===== config.mk =====
export PLATFORM = sky130hd
export DESIGN_NAME = wrf_ripple_calc
export DESIGN_NICKNAME = d
export VERILOG_FILES = /design/src/wrf_pkg.sv /design/src/wrf_ripple_calc.sv
export SDC_FILE = /design/constraint.sdc
export NUM_CORES = 1
export LEC_CHECK = 0
export ABC_CLOCK_PERIOD_IN_PS = 13800
export BUFFER_PORTS_ARGS = -buffer_cell sky130_fd_sc_hd__buf_2
export CORE_AREA = 2 2 128 105
export DETAILED_ROUTE_END_ITERATION = 12
export DIE_AREA = 0 0 130 107
export MAX_ROUTING_LAYER = met4
export SLEW_MARGIN = 0
export SYNTH_ARGS = -nofsm -noshare
export SYNTH_HDL_FRONTEND = slang
export SYNTH_SLANG_ARGS = --single-unit

===== constraint.sdc =====
create_clock -name vclk -period 13.8
set_clock_uncertainty 0.1 [all_clocks]
set_input_delay 3.45 -clock vclk [all_inputs]
set_output_delay 3.45 -clock vclk [all_outputs]
set_load 0.05 [all_outputs]

===== src/wrf_pkg.sv =====
// shared types and constants of the water ripple frame filter
package wrf_pkg;

   localparam int MAX_WIDTH_DEFAULT  = 512;
   localparam int MAX_HEIGHT_DEFAULT = 512;
   localparam int SIZE_RESET         = 512;
   localparam int SIZE_MIN           = 2;

   localparam int CFG_BITS       = 10;
   localparam int CSR_INDEX_BITS = 1;
   localparam int PIXEL_BITS     = 24;
   localparam int CHAN_BITS      = 8;
   localparam int CHANNELS       = 3;

   localparam logic [CSR_INDEX_BITS-1:0] REG_FRAME_WIDTH  = 1'b0;
   localparam logic [CSR_INDEX_BITS-1:0] REG_FRAME_HEIGHT = 1'b1;

   localparam logic REQ_PIXEL = 1'b0;
   localparam logic REQ_DRAIN = 1'b1;

   typedef struct packed {
      logic                  req_type;
      logic [PIXEL_BITS-1:0] pixel_rgb;
   } req_word_type;

   typedef struct packed {
      logic [PIXEL_BITS-1:0] out_rgb;
      logic                  frame_last;
   } rsp_word_type;

   // neighbourhood of one output pixel, handed to the filter arithmetic
   typedef struct packed {
      logic [PIXEL_BITS-1:0] up;
      logic [PIXEL_BITS-1:0] down;
      logic [PIXEL_BITS-1:0] left;
      logic [PIXEL_BITS-1:0] right;
      logic [PIXEL_BITS-1:0] prev;
      logic                  has_up;
      logic                  has_down;
      logic                  has_left;
      logic                  has_right;
   } calc_in_type;

endpackage


===== src/wrf_ripple_calc.sv =====
// per-channel ripple arithmetic: neighbour sum, halving, previous-frame subtract, clamp
module wrf_ripple_calc (
   input  wrf_pkg::calc_in_type                calc_in,
   output logic [wrf_pkg::PIXEL_BITS-1:0]      out_rgb
);

   localparam int SumBits = wrf_pkg::CHAN_BITS + 2;

   logic [SumBits-1:0] sum   [wrf_pkg::CHANNELS];
   logic [SumBits-1:0] term  [wrf_pkg::CHANNELS];
   logic [SumBits:0]   diff  [wrf_pkg::CHANNELS];
   logic               corner;

   // corners have two neighbours and skip the halving
   assign corner = (!calc_in.has_up || !calc_in.has_down) &&
                   (!calc_in.has_left || !calc_in.has_right);

   always_comb begin
      for (int c = 0; c < wrf_pkg::CHANNELS; c++) begin
         sum[c] = (calc_in.has_up    ? SumBits'(calc_in.up[c*8 +: 8])    : '0) +
                  (calc_in.has_down  ? SumBits'(calc_in.down[c*8 +: 8])  : '0) +
                  (calc_in.has_left  ? SumBits'(calc_in.left[c*8 +: 8])  : '0) +
                  (calc_in.has_right ? SumBits'(calc_in.right[c*8 +: 8]) : '0);
         term[c] = corner ? sum[c] : (sum[c] >> 1);
         diff[c] = {1'b0, term[c]} - (SumBits+1)'(calc_in.prev[c*8 +: 8]);
         if (diff[c][SumBits]) begin
            out_rgb[c*8 +: 8] = '0;
         end else if (diff[c][SumBits-1:wrf_pkg::CHAN_BITS] != '0) begin
            out_rgb[c*8 +: 8] = '1;
         end else begin
            out_rgb[c*8 +: 8] = diff[c][wrf_pkg::CHAN_BITS-1:0];
         end
      end
   end

endmodule


**Yosys cells after proc, flatten, opt, wreduce, memory -nomap -nowiden**

Index checks and enable logic that the tools add are counted.

- Mux-type cells: 21
- Equality and inequality tests: 0
- Shifts and indexed selects: 0
- Add/sub/neg operators: 12
- Order comparisons: 0
- Reduce and logical (&&, ||, !) cells: 10
- Divide/modulo/power cells: 0
- Bitwise operators: 0
- Multipliers: 0

Operator list:

| cell | count |
|---|---|
| 2-to-1 mux 8 bit | 18 |
| subtractor 10 x 8 -> 11 bit | 3 |
| adder 10 x 8 -> 10 bit | 3 |
| adder 9 x 8 -> 10 bit | 3 |
| 2-to-1 mux 10 bit | 3 |
| adder 8 x 8 -> 9 bit | 3 |
| nonzero test 2 bit | 3 |
| logical NOT 1 bit | 4 |
| logical OR 1 bit | 2 |
| logical AND 1 bit | 1 |

- ROM bits: 0
- Memories kept: 0
- Flip-flop bits (word level): 0
- Input bits: 124
- Bits in writable memories: 0
- Bits in latches: 0
- Logic and storage cells: 43

**Longest topological paths before layout**

Gate-level depths: netlist of run 1.

- Depth after elaboration: 9
- Gate-level depth with buffers: 22
- Mapped depth without buffers: 21

**Worst setup path after synthesis of run 1**

OpenSTA, ideal clock, no wires.

- Kind: input to output
- From: in calc_in[3] (netlist bit)
- To: out out_rgb[18] (netlist bit)
- Arrival time: 8151 ps
- Data required time: 10250 ps
- Stages on the path: 19
- Slack: 2099 ps
- Path through: clkbuf_1 > and2_1 > fa_1 > fa_1 > ha_1 > inv_1 > fa_1 > nand2b_1 > a21oi_1 > nand3_1 > and2_1 > xor2_1 > mux2i_1 > ha_1 > a211o_1 > o311ai_0 > a211oi_1 > nor3_2 > o21a_1

- Longest elaborated chain between the ends: 9
- Elaborated cells on any way between the ends: 12
- Classes of those cells: add/sub (4); mux (4); reduce/logical (4)

RTL lines:

| item | RTL line | text |
|---|---|---|
| start: declaration | wrf_ripple_calc.sv:3 | `input wrf_pkg::calc_in_type calc_in,` |
| 2-to-1 mux 8 bit | wrf_ripple_calc.sv:20 | `sum[c] = (calc_in.has_up ? SumBits'(calc_in.up[c*8 +: 8]) : '0) +` |
| adder 8 x 8 -> 9 bit | wrf_ripple_calc.sv:20 |  |
| adder 9 x 8 -> 10 bit | wrf_ripple_calc.sv:21 | `(calc_in.has_down ? SumBits'(calc_in.down[c*8 +: 8]) : '0) +` |
| adder 10 x 8 -> 10 bit | wrf_ripple_calc.sv:22 | `(calc_in.has_left ? SumBits'(calc_in.left[c*8 +: 8]) : '0) +` |
| 2-to-1 mux 10 bit (*) | wrf_ripple_calc.sv:24 | `term[c] = corner ? sum[c] : (sum[c] >> 1);` |
| subtractor 10 x 8 -> 11 bit (*) | wrf_ripple_calc.sv:25 | `diff[c] = {1'b0, term[c]} - (SumBits+1)'(calc_in.prev[c*8 +: 8]);` |
| nonzero test 2 bit | wrf_ripple_calc.sv:28 | `end else if (diff[c][SumBits-1:wrf_pkg::CHAN_BITS] != '0) begin` |
| 2-to-1 mux 8 bit | wrf_ripple_calc.sv:28 |  |
| 2-to-1 mux 8 bit (*) | wrf_ripple_calc.sv:26 | `if (diff[c][SumBits]) begin` |
| end: declaration | wrf_ripple_calc.sv:4 | `output logic [wrf_pkg::PIXEL_BITS-1:0] out_rgb` |

Mark *: on every way between the ends. The rest lies on a longest branch, timed or not.

**Worst setup path in the final report of run 1**

- From: in calc_in[2] (netlist bit)
- To: out out_rgb[19] (netlist bit)

- Longest elaborated chain between the ends: 9
- Elaborated cells on any way between the ends: 12
- Classes of those cells: add/sub (4); mux (4); reduce/logical (4)

RTL lines:

| item | RTL line |
|---|---|
| 2-to-1 mux 8 bit | wrf_ripple_calc.sv:21 |
| adder 8 x 8 -> 9 bit | wrf_ripple_calc.sv:20 |
| adder 9 x 8 -> 10 bit | wrf_ripple_calc.sv:21 |
| adder 10 x 8 -> 10 bit | wrf_ripple_calc.sv:22 |
| 2-to-1 mux 10 bit (*) | wrf_ripple_calc.sv:24 |
| subtractor 10 x 8 -> 11 bit (*) | wrf_ripple_calc.sv:25 |
| nonzero test 2 bit | wrf_ripple_calc.sv:28 |
| 2-to-1 mux 8 bit | wrf_ripple_calc.sv:28 |
| 2-to-1 mux 8 bit (*) | wrf_ripple_calc.sv:26 |

Marked as above.

==> results of run 1 <==
[layout by cell type (no fill, tap or decap), types with 9 or more instances in the layout]
cell type,count
buf_2,148
and2_1,74
inv_1,69
nand2_1,51
fa_1,51
ha_1,51
a21oi_1,38
o21a_1,28
nor2_1,25
o21ai_0,23
xor2_1,19
a21o_1,12
xnor2_1,11
nor2b_1,10
mux2i_1,9
[per-layer routing]
layer,up-vias,part of all wire (%)
met4,0,0.20
met3,2,3.4
li1,2177,-
met5,-,0
met2,102,49
met1,1993,47
[worst max path at each step]
stage,startpoint,to,cells past startpoint
after floorplan,calc_in[3],out_rgb[18],19
after global placement,calc_in[2],out_rgb[2],21
after detailed placement,calc_in[2],out_rgb[19],20
after CTS,calc_in[2],out_rgb[19],20
after global routing,calc_in[1],out_rgb[19],20
final,calc_in[2],out_rgb[19],20
[area by class of cell]
class | count | share of cell area [%]
Timing Repair Buffer | 150 | 14.3
Inverter | 69 | 4.90
Multi-Input combinational cell | 479 | 76.7
Tap cell | 175 | 4.14
[critical path, delay by kind of cell]
| family | cells | cell delay [ns] |
|---|---|---|
| adder cells (fa/ha/maj) | 5 | 1.99 |
| AO/OA/AOI/OAI | 5 | 1.23 |
| AND/OR/NAND/NOR | 5 | 1.16 |
| buffers and inverters | 3 | 0.72 |
| XOR/XNOR | 1 | 0.19 |
| multiplexers | 1 | 0.13 |
[power by group]
group	switching [W]	total [W]	leakage, nW	internal, W
clock	0	0	0	0
combinational	0.000578	0.000883	2.77	0.000306
sequential	0	0	0	0
total	0.000578	0.000883	2.77	0.000306
[kinds of logic (layout without fill, tap and decap cells)]
kind of cell / count (synthesis) / after routing / share of synthesized area [%]
buf+inv: 82 / 219 / 7.06
simple gates: 185 / 185 / 22.5
xor+xnor: 30 / 30 / 6.03
mux: 9 / 9 / 2.07
fa+ha+maj: 102 / 102 / 38.1
compound gates: 153 / 153 / 24.3
[metrics by stage]
step                      utilization [%]  instances
after detailed placement             41.8        873
after global routing                 41.8        873
after CTS                            41.8        873
after global placement               41.8        873
after floorplan                         -        561
final                                41.8        873
==> reports/qor.csv, run 1 <==
stage,metric,value,unit
final_layout,area_growth,21.2,%
synth,yosysMostFrequentCell,and2_1,
final_layout,regArea,0,um^2
final_layout,final_area,5280,um^2
floorplanning,ios,148,
synth,synth_cell_types,52,
place,portBuffers,148,
floorplanning,row_count,37,
route,post_drt_wl_per_cell,13.6,um
floorplanning,die_w,130,um
timing,hold_viol,0,
timing,fin_crit_sh,90.0,%
timing,tns,0,ns
min_path,worstHoldStart,calc_in[12],
global_routing,grt_max_degree,27,
final_layout,n_fill_cell,1332,
timing,rsz0062_at_grt,false,
global_routing,met1_usage,23.6,%
outcome,status,completed,
timing,maxSlewHeadroom,55.6,%
floorplanning,die_h,107,um
clock_tree,cts_resized,0,
worst_setup_path,slowest_delay,0.56,ns
worst_setup_path,cpMaxStageDelayCell,fa_1,
route,num_vias,4274,
global_routing,grt-busiest-layer,met2,
floorplanning,dieArea,13900,um^2
min_path,hold_class,input port to output pin,
synth,synth_common_cells,"and2_1, inv_1, fa_1, ha_1, nand2_1",
power_and_ir_drop,power_leakage,2.77,nW
timing,worst_pin_slew,0.656,ns
timing,whs,7.27,ns
worst_setup_path,cp_data_arrival_time,8.88,ns
floorplanning,start_util,34.5,%
power_and_ir_drop,power,0.000883,W
route,drt_iter0_drc,131,
min_path,hold_end,out_rgb[8],
timing,finalSetupViolCount,0,
route,drc,0,
place,hpwl,10300,um
place,place_ws,1.39,ns
global_routing,grt_use_met3,0.0998,%
final_layout,multi_input_area,4050,um^2
worst_setup_path,path_cells,buf_2 > and2_1 > fa_1 > fa_1 > ha_1 > inv_1 > fa_1 > nand2b_1 > a21oi_1 > nand3_1 > and2_1 > xor2_1 > mux2i_1 > ha_1 > a211o_1 > o311ai_0 > a211oi_1 > nor3_2 > o21a_1 > buf_2,
global_routing,grt_use_met2,32.5,%
global_routing,grt_pass1_vias,4480,
min_path,whs_path_depth,4,
clock_tree,cts_setup_buffers,0,
final_layout,design.seq.count,0,
place,place.gp.congestion,0.819,
floorplanning,core,12600,um^2
power_and_ir_drop,power_density,167,nW/um^2
synth,synth_area,4360,um^2
synth,ys_warn_count,0,
timing,layout_min_cycle_time,12.43,ns
synth,syn_area_per_cell,7.77,um^2
final_layout,antenna_cells,0,
timing,layout_setup_ws,1.37,ns
synth,yosys.area.top_type_share,23.4,%
synth,synthTopCellsByArea,"fa_1, ha_1, and2_1, inv_1, o21a_1",
route,drt_wl_total,11900,um
run,drv_cap,0,
global_routing,gr-total-overflow,0,
timing,maxSlewViolCount,0,
synth,seq_area_frac_synth,0,%
clock_tree,cts_hold_buffers,0,
route,firstDrtPassIters,5,
global_routing,antenna_found_initial,0,
worst_setup_path,crit_fanout,26,
place,placed_cell_area,5280,um^2
worst_setup_path,path_class,input port to output pin,
final_layout,fin_nets,926,
global_routing,grt_pass1_wl,20200,um
worst_setup_path,crit_required,10.25,ns
final_layout,drive_gt1_share,23.2,%
worst_setup_path,worstSetupEndpointType,output pin,
timing,fmax,0.0805,GHz
power_and_ir_drop,ir_worst_vdd,0.0949,mV
global_routing,grt_use_total,17.8,%
route,antenna_left,0,
synth,yosys.area.top_type,fa_1,
worst_setup_path,cpMostUsedCell,fa_1,
synth,synth_cells,561,
final_layout,clock_buffers,0,
worst_setup_path,crit_path_start_kind,input port,
synth,syn-num-nets,787,
route,via_per_inst,4.90,
Note: power is estimated with default switching activity, not from simulation.
==> run 2: changes to the inputs <==
CORE_AREA = 2 2 103 85   (was 2 2 128 105)
DIE_AREA = 0 0 105 87   (was 0 0 130 107)
PLACE_DENSITY = 0.85   (was unset)
==> run 2 against run 1 <==
Net effect: core utilization grew 22 points; worst setup slack gained 0.067 ns; design area down 1.5%; die area down 34%; fmax rose by 0.54%; via count increased by 3.0%; combinational power about the same; first-iteration DRC count up 65%; total power rose by 0.33%.
==> reports/qor.csv, run 2 (synthesized netlist as in run 1, its figures left out) <==
stage,metric,value,unit
outcome,status,completed,
power_and_ir_drop,p_clk_share,0,%
final_layout,n_fill_cell,760,
route,drt_iter0_drc,216,
worst_setup_path,slowest_delay,0.55,ns
global_routing,antenna_found_initial,0,
route,via_per_inst,5.43,
worst_setup_path,worstSetupEndpointType,output pin,
place,place.gp.congestion,0.852,
global_routing,grt_pass1_vias,4504,
route,drc,0,
timing,finalSetupViolCount,0,
route,drt_wl_total,11500,um
clock_tree,cts_resized,0,
worst_setup_path,crit_required,10.25,ns
worst_setup_path,cp_data_arrival_time,8.81,ns
timing,maxSlewHeadroom,55.6,%
global_routing,gr-total-overflow,0,
power_and_ir_drop,internal-power,0.000306,W
global_routing,grt_use_total,25.7,%
timing,layout_setup_ws,1.44,ns
place,placed_cell_area,5200,um^2
timing,layout_min_cycle_time,12.36,ns
power_and_ir_drop,switchingPower,0.000579,W
worst_setup_path,crit_family,adder cells,
final_layout,drive_gt1_share,23.2,%
route,antenna_left,0,
clock_tree,cts_hold_buffers,0,
power_and_ir_drop,swShare,65.4,%
final_layout,mostFrequentLayoutCells,"buf_2, and2_1, inv_1",
floorplanning,row_count,30,
worst_setup_path,crit_path_start_kind,input port,
place,portBuffers,148,
timing,fmax,0.0809,GHz
min_path,hold_class,input port to output pin,
global_routing,grt_pass1_wl,19300,um
route,post_drt_wl_per_cell,14.3,um
place,place_inst,810,
floorplanning,ios,148,
power_and_ir_drop,power_density,170,nW/um^2
power_and_ir_drop,seq_power_share,0,%
worst_setup_path,path_buf_inv,3,
place,place_ws,1.48,ns
final_layout,fin_nets,926,
timing,worst_pin_slew,0.655,ns
worst_setup_path,crit_fanout,26,
floorplanning,core,8180,um^2
final_layout,mostFrequentLayoutCell,buf_2,
worst_setup_path,cpMaxStageDelayCell,fa_1,
timing,tns,0,ns
timing,rsz0062_at_grt,false,
power_and_ir_drop,power_leakage,2.77,nW
final_layout,antenna_cells,0,
final_layout,regArea,0,um^2
floorplanning,start_util,53.3,%
route,firstDrtPassIters,4,
floorplanning,die_h,87,um
worst_setup_path,path_class,input port to output pin,
timing,hold_viol,0,
floorplanning,die_w,105,um
final_layout,final_area,5200,um^2
global_routing,grt_max_degree,27,
final_layout,clock_buffers,0,
power_and_ir_drop,ir_worst_vdd,0.121,mV
power_and_ir_drop,combPwrFrac,100.0,%
run,drv_cap,0,
route,num_vias,4402,
final_layout,final_cells,810,
final_layout,area_growth,19.4,%
worst_setup_path,path_cells,buf_2 > and2_1 > fa_1 > fa_1 > ha_1 > inv_1 > fa_1 > nand2b_1 > a21oi_1 > nor2b_1 > nor2b_1 > xor2_1 > mux2i_1 > ha_1 > a211o_1 > o41ai_1 > nor3b_1 > o32ai_1 > a31o_2 > o21a_1 > buf_2,
worst_setup_path,cpMostUsedCell,fa_1,
final_layout,design.seq.count,0,
power_and_ir_drop,power,0.000886,W
clock_tree,cts_setup_buffers,0,
min_path,whs_path_depth,4,
place,hpwl,9820,um
timing,fin_crit_sh,89.6,%
timing,maxSlewViolCount,0,
worst_setup_path,crit_cells,21,
floorplanning,dieArea,9140,um^2
==> run 2: cell counts in the layout (fill, tap and decap cells not counted) <==
No cell type changed its count.
==> run 2: worst paths after layout <==
path         from         end  slack (ns)
max    calc_in[1]  out_rgb[7]        1.44
min   calc_in[12]  out_rgb[8]        7.25
==> run 2: layout make-up <==
cell class	count	area [um^2]	share of cell area, %
Multi-Input combinational cell	479	4050	77.8
Inverter	69	259	4.98
Timing Repair Buffer	150	756	14.5
Tap cell	112	140	2.69
==> run 2: routing by layer <==
metal  part of all wire (%)  up-vias  track usage (%)  routed length, um
met5                      0        -                -                  0
met4                   0.97        0             2.91                112
met3                    4.3       11             1.42                499
met2                     51      131             49.8               5920
met1                     43     2084             30.4               5020
li1                       -     2176                -                  -
==> run 2: metrics by stage <==
stage / utilization, % / hold slack, ns
after detailed placement: 63.6 / 7.25
after global placement: 63.6 / 7.26
after CTS: 63.6 / 7.25
final: 63.6 / 7.25
after global routing: 63.6 / 7.29
after floorplan: - / 7.19
==> run 2: power by group through the flow <==
stage	logic [W]	registers [W]	clock network, W
CTS	0.000886	0	0
floorplan	0.000707	0	0
global placement	0.000859	0	0
global route	0.000964	0	0
finish	0.000886	0	0
detailed placement	0.000881	0	0
==> run 2: tightest hold or removal path, delay by kind of cell <==
kind                     cells  cell delay (ns)
AO/OA/AOI/OAI                1             0.05
adder cells (fa/ha/maj)      1             0.12
buffers and inverters        2             0.29
